==> src/hdl/jhash_pkg.sv <==
// Shared types and constants for the streaming 96-bit-mix byte hash.
// No dependencies; imported by the front, queue and back modules.
package jhash_pkg;

   localparam logic [31:0] GOLDEN_INIT   = 32'h9e3779b9;
   localparam logic [3:0]  BLOCK_END_POS = 4'd11;   // position of the 12th byte
   localparam logic [3:0]  MIX_LAST_STEP = 4'd8;    // nine mix lines, one per cycle

   // one unit of work handed from the front to the back
   typedef struct packed {
      logic [31:0] word_a;
      logic [31:0] word_b;
      logic [31:0] word_c;     // full third word, or tail bytes already moved up a byte
      logic [31:0] key_len;
      logic        block_full;
      logic        key_end;
   } job_type;

endpackage

==> src/hdl/jhash_front.sv <==
// Front end: takes key bytes, packs them little-endian into block words
// and posts a job at each full block and at the end of a key. Uses jhash_pkg.
module jhash_front (
   input  logic                clock,
   input  logic                reset,
   input  logic                req_valid,
   output logic                req_ready,
   input  logic [7:0]          req_data_byte,
   input  logic                req_is_last,
   input  logic                req_no_byte,
   input  logic                q_ready,
   output logic                q_push,
   output jhash_pkg::job_type  q_job
);
   import jhash_pkg::*;

   logic [31:0] word_a_ff, word_a_in;
   logic [31:0] word_b_ff, word_b_in;
   logic [23:0] word_c_ff, word_c_in;
   logic [3:0]  pos_ff, pos_in;
   logic [31:0] len_ff, len_in;

   logic        accept;
   logic        take_byte;
   logic        block_full;
   logic [31:0] placed;
   logic [31:0] wa_new, wb_new;
   logic [23:0] wc_new;
   logic [31:0] len_new;

   assign req_ready  = q_ready;
   assign accept     = req_valid && req_ready;
   assign take_byte  = !req_no_byte;
   assign block_full = take_byte && (pos_ff == BLOCK_END_POS);
   assign placed     = {24'h000000, req_data_byte} << {pos_ff[1:0], 3'b000};
   assign len_new    = len_ff + {31'd0, take_byte};

   always_comb begin
      wa_new = word_a_ff;
      wb_new = word_b_ff;
      wc_new = word_c_ff;
      if (take_byte) begin
         case (pos_ff[3:2])
            2'd0:    wa_new = word_a_ff | placed;
            2'd1:    wb_new = word_b_ff | placed;
            2'd2:    wc_new = word_c_ff | placed[23:0];
            default: wc_new = word_c_ff;
         endcase
      end
   end

   always_comb begin
      q_job.word_a     = wa_new;
      q_job.word_b     = wb_new;
      q_job.word_c     = block_full ? {req_data_byte, word_c_ff} : {wc_new, 8'h00};
      q_job.key_len    = len_new;
      q_job.block_full = block_full;
      q_job.key_end    = req_is_last;
   end

   assign q_push = accept && (block_full || req_is_last);

   always_comb begin
      word_a_in = word_a_ff;
      word_b_in = word_b_ff;
      word_c_in = word_c_ff;
      pos_in    = pos_ff;
      len_in    = len_ff;
      if (accept) begin
         if (block_full || req_is_last) begin
            word_a_in = '0;
            word_b_in = '0;
            word_c_in = '0;
            pos_in    = '0;
         end else begin
            word_a_in = wa_new;
            word_b_in = wb_new;
            word_c_in = wc_new;
            pos_in    = pos_ff + {3'd0, take_byte};
         end
         len_in = req_is_last ? 32'd0 : len_new;
      end
   end

   always_ff @(posedge clock) begin
      if (reset) begin
         word_a_ff <= '0;
         word_b_ff <= '0;
         word_c_ff <= '0;
         pos_ff    <= '0;
         len_ff    <= '0;
      end else begin
         word_a_ff <= word_a_in;
         word_b_ff <= word_b_in;
         word_c_ff <= word_c_in;
         pos_ff    <= pos_in;
         len_ff    <= len_in;
      end
   end

endmodule

==> src/hdl/jhash_queue.sv <==
// Short job queue between the front and back ends.
// Depends on jhash_pkg for the job type.
module jhash_queue #(
   parameter int DEPTH = 2
) (
   input  logic                clock,
   input  logic                reset,
   input  logic                push,
   input  jhash_pkg::job_type  push_job,
   output logic                push_ready,
   input  logic                pop,
   output logic                pop_valid,
   output jhash_pkg::job_type  pop_job
);
   import jhash_pkg::*;

   localparam int PTR_W = (DEPTH > 1) ? $clog2(DEPTH) : 1;
   localparam int CNT_W = $clog2(DEPTH + 1);
   localparam logic [PTR_W-1:0] LAST_PTR = PTR_W'(DEPTH - 1);
   localparam logic [CNT_W-1:0] FULL_CNT = CNT_W'(DEPTH);

   job_type            slot_ff [DEPTH];
   logic [PTR_W-1:0]   wr_ptr_ff, wr_ptr_in;
   logic [PTR_W-1:0]   rd_ptr_ff, rd_ptr_in;
   logic [CNT_W-1:0]   count_ff, count_in;
   logic               do_push, do_pop;

   assign push_ready = (count_ff != FULL_CNT);
   assign pop_valid  = (count_ff != '0);
   assign pop_job    = slot_ff[rd_ptr_ff];
   assign do_push    = push && push_ready;
   assign do_pop     = pop && pop_valid;

   always_comb begin
      wr_ptr_in = wr_ptr_ff;
      rd_ptr_in = rd_ptr_ff;
      count_in  = count_ff;
      if (do_push) begin
         wr_ptr_in = (wr_ptr_ff == LAST_PTR) ? '0 : wr_ptr_ff + 1'b1;
      end
      if (do_pop) begin
         rd_ptr_in = (rd_ptr_ff == LAST_PTR) ? '0 : rd_ptr_ff + 1'b1;
      end
      case ({do_push, do_pop})
         2'b10:   count_in = count_ff + 1'b1;
         2'b01:   count_in = count_ff - 1'b1;
         default: count_in = count_ff;
      endcase
   end

   always_ff @(posedge clock) begin
      if (reset) begin
         wr_ptr_ff <= '0;
         rd_ptr_ff <= '0;
         count_ff  <= '0;
      end else begin
         wr_ptr_ff <= wr_ptr_in;
         rd_ptr_ff <= rd_ptr_in;
         count_ff  <= count_in;
      end
   end

   always_ff @(posedge clock) begin
      if (do_push) begin
         slot_ff[wr_ptr_ff] <= push_job;
      end
   end

endmodule

==> src/hdl/jhash_back.sv <==
// Back end: adds block words into the accumulators and runs the mix,
// one mix line per cycle; drives the registered result. Uses jhash_pkg.
module jhash_back (
   input  logic                clock,
   input  logic                reset,
   input  logic                q_valid,
   input  jhash_pkg::job_type  q_job,
   output logic                q_pop,
   output logic                rsp_valid,
   input  logic                rsp_ready,
   output logic [31:0]         rsp_hash_value
);
   import jhash_pkg::*;

   typedef enum logic [3:0] {
      ST_IDLE = 4'b0001,
      ST_MIX  = 4'b0010,
      ST_LEN  = 4'b0100,
      ST_EMIT = 4'b1000
   } state_type;

   state_type   state_ff, state_in;
   logic [31:0] a_ff, a_in, b_ff, b_in, c_ff, c_in;
   logic [31:0] a_m, b_m, c_m;
   logic [3:0]  step_ff, step_in;
   logic        full_ff, full_in;
   logic        end_ff, end_in;
   logic        len_added_ff, len_added_in;
   logic [31:0] len_ff, len_in;
   logic        rsp_valid_ff, rsp_valid_in;
   logic [31:0] rsp_hash_ff, rsp_hash_in;
   logic        out_free;

   assign rsp_valid      = rsp_valid_ff;
   assign rsp_hash_value = rsp_hash_ff;
   assign out_free       = !rsp_valid_ff || rsp_ready;
   assign q_pop          = (state_ff == ST_IDLE) && q_valid;

   // one line of the 96-bit mix
   always_comb begin
      a_m = a_ff;
      b_m = b_ff;
      c_m = c_ff;
      case (step_ff)
         4'd0:    a_m = (a_ff - b_ff - c_ff) ^ (c_ff >> 13);
         4'd1:    b_m = (b_ff - c_ff - a_ff) ^ (a_ff << 8);
         4'd2:    c_m = (c_ff - a_ff - b_ff) ^ (b_ff >> 13);
         4'd3:    a_m = (a_ff - b_ff - c_ff) ^ (c_ff >> 12);
         4'd4:    b_m = (b_ff - c_ff - a_ff) ^ (a_ff << 16);
         4'd5:    c_m = (c_ff - a_ff - b_ff) ^ (b_ff >> 5);
         4'd6:    a_m = (a_ff - b_ff - c_ff) ^ (c_ff >> 3);
         4'd7:    b_m = (b_ff - c_ff - a_ff) ^ (a_ff << 10);
         4'd8:    c_m = (c_ff - a_ff - b_ff) ^ (b_ff >> 15);
         default: c_m = c_ff;
      endcase
   end

   always_comb begin
      state_in     = state_ff;
      a_in         = a_ff;
      b_in         = b_ff;
      c_in         = c_ff;
      step_in      = step_ff;
      full_in      = full_ff;
      end_in       = end_ff;
      len_added_in = len_added_ff;
      len_in       = len_ff;
      rsp_valid_in = rsp_valid_ff && !rsp_ready;
      rsp_hash_in  = rsp_hash_ff;
      case (state_ff)
         ST_IDLE: begin
            if (q_valid) begin
               // a key ending mid-block takes its length in with the tail bytes
               a_in         = a_ff + q_job.word_a;
               b_in         = b_ff + q_job.word_b;
               c_in         = c_ff + q_job.word_c
                              + (q_job.block_full ? 32'd0 : q_job.key_len);
               full_in      = q_job.block_full;
               end_in       = q_job.key_end;
               len_in       = q_job.key_len;
               len_added_in = 1'b0;
               step_in      = '0;
               state_in     = ST_MIX;
            end
         end
         ST_MIX: begin
            a_in = a_m;
            b_in = b_m;
            c_in = c_m;
            if (step_ff == MIX_LAST_STEP) begin
               step_in = '0;
               if (end_ff && full_ff && !len_added_ff) begin
                  state_in = ST_LEN;
               end else if (end_ff) begin
                  state_in = ST_EMIT;
               end else begin
                  state_in = ST_IDLE;
               end
            end else begin
               step_in = step_ff + 1'b1;
            end
         end
         ST_LEN: begin
            // key ended on a block boundary: length alone, then the closing mix
            c_in         = c_ff + len_ff;
            len_added_in = 1'b1;
            state_in     = ST_MIX;
         end
         ST_EMIT: begin
            if (out_free) begin
               rsp_valid_in = 1'b1;
               rsp_hash_in  = c_ff;
               a_in         = GOLDEN_INIT;
               b_in         = GOLDEN_INIT;
               c_in         = '0;
               state_in     = ST_IDLE;
            end
         end
         default: state_in = ST_IDLE;
      endcase
   end

   always_ff @(posedge clock) begin
      if (reset) begin
         state_ff     <= ST_IDLE;
         a_ff         <= GOLDEN_INIT;
         b_ff         <= GOLDEN_INIT;
         c_ff         <= '0;
         step_ff      <= '0;
         full_ff      <= 1'b0;
         end_ff       <= 1'b0;
         len_added_ff <= 1'b0;
         rsp_valid_ff <= 1'b0;
      end else begin
         state_ff     <= state_in;
         a_ff         <= a_in;
         b_ff         <= b_in;
         c_ff         <= c_in;
         step_ff      <= step_in;
         full_ff      <= full_in;
         end_ff       <= end_in;
         len_added_ff <= len_added_in;
         rsp_valid_ff <= rsp_valid_in;
      end
   end

   always_ff @(posedge clock) begin
      len_ff      <= len_in;
      rsp_hash_ff <= rsp_hash_in;
   end

endmodule

==> src/hdl/jenkins96_byte_hash.sv <==
// Result: hash valid once the last request of a key has been mixed, with an extra
// mix when that request completes a 12-byte block (extra block mix), plus any queued work.
// Throughput: one byte per cycle while the queue has room; each full block and
// each key end runs the back end through the nine-line mix, done one line per cycle.
// Reset: synchronous, active high; empties the queue, restores the accumulators
// and drops any pending result.
module jenkins96_byte_hash #(
   parameter int QUEUE_DEPTH = 2
) (
   input  logic        clock,
   input  logic        reset,
   input  logic        req_valid,
   output logic        req_ready,
   input  logic [7:0]  req_data_byte,
   input  logic        req_is_last,
   input  logic        req_no_byte,
   output logic        rsp_valid,
   input  logic        rsp_ready,
   output logic [31:0] rsp_hash_value
);
   import jhash_pkg::*;

   logic    q_ready, q_push, q_valid, q_pop;
   job_type q_in_job, q_out_job;

   jhash_front u_front (
      .clock         (clock),
      .reset         (reset),
      .req_valid     (req_valid),
      .req_ready     (req_ready),
      .req_data_byte (req_data_byte),
      .req_is_last   (req_is_last),
      .req_no_byte   (req_no_byte),
      .q_ready       (q_ready),
      .q_push        (q_push),
      .q_job         (q_in_job)
   );

   jhash_queue #(
      .DEPTH (QUEUE_DEPTH)
   ) u_queue (
      .clock      (clock),
      .reset      (reset),
      .push       (q_push),
      .push_job   (q_in_job),
      .push_ready (q_ready),
      .pop        (q_pop),
      .pop_valid  (q_valid),
      .pop_job    (q_out_job)
   );

   jhash_back u_back (
      .clock          (clock),
      .reset          (reset),
      .q_valid        (q_valid),
      .q_job          (q_out_job),
      .q_pop          (q_pop),
      .rsp_valid      (rsp_valid),
      .rsp_ready      (rsp_ready),
      .rsp_hash_value (rsp_hash_value)
   );

endmodule

==> config.mk <==
export PLATFORM = sky130hd
export DESIGN_NAME = jenkins96_byte_hash
export DESIGN_NICKNAME = d
export VERILOG_FILES = /design/src/hdl/jhash_pkg.sv /design/src/hdl/jhash_front.sv /design/src/hdl/jhash_queue.sv /design/src/hdl/jhash_back.sv /design/src/hdl/jenkins96_byte_hash.sv
export SDC_FILE = /design/constraint.sdc
export NUM_CORES = 2
export LEC_CHECK = 0
export BUFFER_PORTS_ARGS = -buffer_cell sky130_fd_sc_hd__buf_2
export CAP_MARGIN = 20
export CORE_MARGIN = 8
export CORE_UTILIZATION = 55
export CTS_BUF_LIST = sky130_fd_sc_hd__clkbuf_4 sky130_fd_sc_hd__clkbuf_8
export DETAILED_ROUTE_END_ITERATION = 12
export GPL_ROUTABILITY_DRIVEN = 0
export PLACE_DENSITY = 0.78
export SYNTH_ARGS = -nofsm -noshare
export SYNTH_HDL_FRONTEND = slang
export SYNTH_SLANG_ARGS = --single-unit
==> constraint.sdc <==
create_clock -name clock -period 24 [get_ports clock]
set_clock_uncertainty 0.05 [all_clocks]
set_input_delay 4.8 -clock clock [delete_from_list [all_inputs] [get_ports clock]]
set_output_delay 4.8 -clock clock [all_outputs]
set_load 0.1 [all_outputs]
# After elaboration in Yosys (flattened, before gate mapping)
# Memories as Yosys holds them, arrays and structs flattened. A register that Yosys moved wholly into a read port is not among the register bits.
# Cells that the tools add are included.
dict set report op_classes {
  add_sub_neg 18
  multipliers 0
  div 0
  magnitude_cmp 0
  n_eq_ne 24
  shifts 1
  mux 44
  bitwise 12
  n_reduce_logical 31
}
# operator n
set ops {}
lappend ops {{case mux 32 bit (3 select lines)} 5}
lappend ops {{2-to-1 mux 32 bit} 14}
lappend ops {{subtractor 32 bit} 6}
lappend ops {{adder 32 bit} 5}
lappend ops {{case mux 32 bit (4 select lines)} 1}
lappend ops {{bitwise XOR 32 bit} 3}
lappend ops {{2-to-1 mux 24 bit} 3}
lappend ops {{bitwise OR 32 bit} 2}
lappend ops {{bitwise XOR 32 x 19 -> 32 bit} 2}
lappend ops {{adder 32 x 1 -> 32 bit} 1}
lappend ops {{2-to-1 mux 4 bit} 8}
lappend ops {{left shift 8 x 5 -> 32 bit} 1}
lappend ops {{bitwise XOR 32 x 17 -> 32 bit} 1}
lappend ops {{bitwise XOR 32 x 20 -> 32 bit} 1}
lappend ops {{bitwise XOR 32 x 27 -> 32 bit} 1}
lappend ops {{bitwise XOR 32 x 29 -> 32 bit} 1}
lappend ops {{bitwise OR 24 bit} 1}
lappend ops {{equality test 4 x 3 -> 1 bit, second input constant} 5}
lappend ops {{case mux 4 bit (4 select lines)} 1}
lappend ops {{equality test 4 x 2 -> 1 bit, second input constant} 3}
lappend ops {{equality test 4 bit, second input constant} 3}
lappend ops {{AND reduction 4 bit} 3}
lappend ops {{logical AND 1 bit} 9}
lappend ops {{2-to-1 mux 1 bit} 9}
lappend ops {{other kinds (24)} 41}
dict set report word_totals {
  register_bits 300
  latch_bits 0
  mem_bits_rw 260
  mem_bits_ro 0
  out_inout_bits 34
  word_cells 150
  memories 1
}
# name words word_bits rd rd_ports_with_merged_regs write_ports line_no
set memory_table {}
lappend memory_table {u_queue.slot_ff 2 130 1 1 1 jhash_queue.sv:22} ;# job_type slot_ff [DEPTH];

# Longest topological paths before layout
dict set report logic_depth {
  depth_word 7
  depth_mapped 21
  ltp_nobuf 18
}

# Modules after synthesis
# Synthesis repeated with hierarchy kept, for this count alone.
dict set report unflattened {
  cells_unflattened 3933
  area_unflattened_um2 38933.6
}
# mod instances cells_each area_per_inst_um2
set by_module_without_submodules {}
lappend by_module_without_submodules {jhash_back 1 2688 22744.3}
lappend by_module_without_submodules {jhash_queue 1 428 9589.2}
lappend by_module_without_submodules {jhash_front 1 817 6600.1}

# Worst setup path after synthesis
# Ideal clock, no wire load.
dict set report synth_timing {
  kind {input to register}
  startpoint {input req_no_byte}
  endpoint {memory u_queue.slot_ff[0][0] in the netlist's numbering, enable pin}
  setup_time_ns 0.620
  arrival_time_ns 10.987
  t_required_ns 23.330
  slack_ns 12.343
  stages 7
  path_cell_list {nor2_1 nand3_1 inv_2 nor2_1 nor2_1 inv_1 nor2_1}
}
# element line_no
set synth_lines {}
lappend synth_lines {{start: declaration} jenkins96_byte_hash.sv:16} ;# input logic req_no_byte,
lappend synth_lines {{end: declaration} jhash_queue.sv:22}

==> impl_metrics.yaml <==
status:
  status: "complete, no violations"
clock_tree:
  clk_pin_slew_ns: 0.06
  insertion_delay_ns: 0.73
  cts_repair_resize_count: 0
  clock-root-buffer: "clkbuf_8"
  clockBufferDepth: 3
  cts_setup_buffers: 0
  cts_tree: "yes"
  htreeDepth: 3
  cts_buffers: 92
  hold_buffers: 0
  clock_sinks: 561
sta:
  rsz0062_at_grt: "no"
  final.setup.tns_ns: 0
  slew_headroom_pct: 24.8
  worst_slew_pin_slew_ns: 1.13
  whs_ns: 0.411
  hold_viol: 0
  timing.fmax_mhz: 131
  fin_crit_ns: 7.65
  maxSlewViolCount: 0
  finalCritPeriodShare_pct: 31.9
  setup_viol: 0
synthesis:
  synth_top_area_cell: "edfxtp_1"
  synth_warnings: 0
  synth-seq-area-share_pct: 37.8
  synth_seq_cells: 561
  synth_edf_count: 324
  netlist_top_cells_area: "edfxtp_1 25%, dfxtp_1 12%, ha_1 7.5%"
  async_flop_share_pct: 0
  synth_nets: 4311
  synth_top_area_share_pct: 25.4
  syn_inst: 3938
  syn_area_per_cell_um2: 9.74
  synthesis.area_um2: 38300
  synth-main-ff-cell: "edfxtp_1"
  synth.distinct_cells: 94
floorplanning:
  initial_utilization_pct: 55.1
  dieArea_um2: 78400
  row_count: 97
  die_width_um: 280
  pin_count: 48
  coreArea_um2: 69500
  chipHeight_um: 280
drt:
  wl_met1_mm: 47.4
  routed.top_layer: "met5"
  drtPass1Iterations: 10
  met2WireLength_mm: 51.2
  dr_wl_met3_mm: 15.3
  drt_iter0_drc: 3963
  num_vias: 32392
  avgRoutedWirePerCell_um: 24.8
  routed_wl_mm: 123
  remaining_drc_errors: 0
  ant_nets: 0
  via_per_inst: 6.54
finish:
  fill_cells: 5765
  final_cells: 4950
  multi_input_area_um2: 22400
  register_area_um2: 14500
  syn2layout_area_growth_pct: 8.09
  drive_gt1_share_pct: 9.96
  finish.instance_area_um2: 41400
  fin_nets: 4304
setup_path:
  worstPathMaxFanout: 45
  setup.worst_path.start: "rsp_ready"
  cpMostUsedCell: "a21oi_1"
  cp.required_ns: 24.58
  critical_path.cell_chain: "buf_2 > nor2b_1 > a21oi_1 > o21ai_1 > a31oi_1 > nand2_1 > inv_2 > buf_4 > ha_1 > or3_1 > a21oi_1"
  r2r-end: "u_back.a_ff[30]"
  reg2reg_slack_ns: 17.57
  startpoint_type: "input pin"
  cpMaxStageDelayCell: "a31oi_1"
  critPathCapture: "u_queue.count_ff[1]"
  cp_slowest_stage_delay_ns: 0.72
  arrival_ns: 8.23
  setup.worst_path.class: "input pin to register"
  end_kind: "register"
  worstRegToRegCells: 17
grt:
  grtUsageTotal_pct: 30.4
  grt_pass1_wl_mm: 183
  grt_pass1_vias: 30197
  grt_max_degree: 91
  gr-total-overflow: 0
  antenna_found_initial: 3
placed_design:
  hpwlAfterDp_mm: 90.1
  portBuffers: 47
  dp_cells: 4776
  post_dp_cell_area_um2: 39500
flow_run:
  max-cap-violations: 0
worst_hold_path:
  hold_class: "register to register"
[cells by family after synthesis]
family                     count (synthesis)  synth area share (%)
AOI/OAI and AO/OA                       1229                  21.3
xor gates and xnor gates                 357                  8.16
adders and majority gates                359                  14.2
buffers and inverters                    415                  4.07
DFF                                      561                  37.8
muxes                                    140                  3.96
and+or+nand+nor                          877                  10.5
[routing by layer]
metal	up-vias	global-route usage [%]
met4	4	17.8
met3	580	9.02
li1	14392	-
met1	15448	39.4
met2	1968	44.8
met5	-	0
[cells in the mapped netlist, types with 29 or more instances]
| master | instances |
|---|---|
| nand2_1 | 241 |
| nand3_1 | 59 |
| a31oi_1 | 115 |
| xor2_1 | 95 |
| a22oi_1 | 55 |
| inv_1 | 219 |
| and2_1 | 29 |
| o22ai_1 | 52 |
| mux2_2 | 93 |
| a221oi_1 | 47 |
| dfxtp_1 | 237 |
| a21oi_1 | 309 |
| a21o_1 | 84 |
| and3_1 | 31 |
| edfxtp_1 | 324 |
| o21bai_1 | 92 |
| fa_1 | 128 |
| mux2i_1 | 47 |
| clkbuf_1 | 177 |
| ha_1 | 231 |
| o21ai_0 | 175 |
| a211oi_1 | 64 |
| xnor2_1 | 262 |
| nor3_1 | 44 |
| nand2b_1 | 33 |
| o21a_1 | 33 |
| nor2_1 | 332 |
[flip-flops by register name, indices dropped and copies added (netlist names), 2 cells and up, named ones only]
| signal | count |
|---|---|
| u_queue.count_ff | 2 |
| u_back.len_ff | 32 |
| u_back.state_ff | 4 |
| u_front.len_ff | 32 |
| u_back.rsp_hash_value | 32 |
| u_back.b_ff | 32 |
| u_queue.slot_ff | 260 |
| u_back.c_ff | 32 |
| u_back.a_ff | 32 |
| u_front.word_c_ff | 24 |
| u_front.word_a_ff | 32 |
| u_back.step_ff | 4 |
| u_front.word_b_ff | 32 |
| u_front.pos_ff | 4 |
[worst min path at each step]
stage	from	to	slack [ns]	cells past startpoint
2_1_floorplan	u_back.c_ff[31]	u_back.rsp_hash_value[31]	0.36	0
3_3_place_gp	u_front.word_b_ff[24]	u_front.word_b_ff[24]	0.39	2
3_5_place_dp	u_front.word_b_ff[1]	u_front.word_b_ff[1]	0.40	2
4_1_cts	u_front.word_a_ff[20]	u_front.word_a_ff[20]	0.41	2
5_1_grt	u_front.word_b_ff[4]	u_front.word_b_ff[4]	0.43	2
6_report	u_front.word_a_ff[6]	u_front.word_a_ff[6]	0.41	2
[stage by stage]
stage	utilization (%)	setup WS, ns
final	59.6	16.35
after CTS	59.6	16.51
after global placement	56.7	15.87
after detailed placement	56.7	15.76
after floorplan	-	12.34
after global routing	59.6	16.20
[area by class of cell]
cell class              count  area share, %
inverters                 220           1.99
clock buffers             127           3.75
diodes                      2         0.0121
repair buffers             94           1.46
well taps                 940           2.84
flip-flops and latches    561           34.9
multi-input cells        2962           54.0
clock inverters            44          0.987
[worst max-delay path: cells and delay by family]
| family | cells | cell delay, ns |
|---|---|---|
| fa+ha+maj | 1 | 0.38 |
| simple gates | 3 | 0.83 |
| buf+inv | 3 | 0.72 |
| compound gates | 4 | 1.43 |
[cells in the final DEF (no fill, tap or decap), types with 33 or more instances in the layout]
| master | netlist | layout |
|---|---|---|
| clkbuf_8 | 0 | 96 |
| xor2_1 | 95 | 95 |
| edfxtp_1 | 324 | 324 |
| o21a_1 | 33 | 33 |
| mux2i_1 | 47 | 46 |
| nor2_1 | 332 | 324 |
| o21bai_1 | 92 | 92 |
| o21ai_0 | 175 | 175 |
| nand2_1 | 241 | 240 |
| a21oi_1 | 309 | 309 |
| o22ai_1 | 52 | 52 |
| a221oi_1 | 47 | 47 |
| a22oi_1 | 55 | 55 |
| a21o_1 | 84 | 84 |
| ha_1 | 231 | 231 |
| nand2b_1 | 33 | 33 |
| buf_4 | 0 | 47 |
| buf_2 | 2 | 46 |
| a31oi_1 | 115 | 115 |
| fa_1 | 128 | 128 |
| dfxtp_1 | 237 | 236 |
| mux2_2 | 93 | 93 |
| xnor2_1 | 262 | 262 |
| inv_1 | 219 | 218 |
| nor3_1 | 44 | 42 |
| a211oi_1 | 64 | 64 |
| nand3_1 | 59 | 59 |
Power is not shown: default switching activity piles up to over one toggle a cycle in this logic, so the estimate is an artifact.
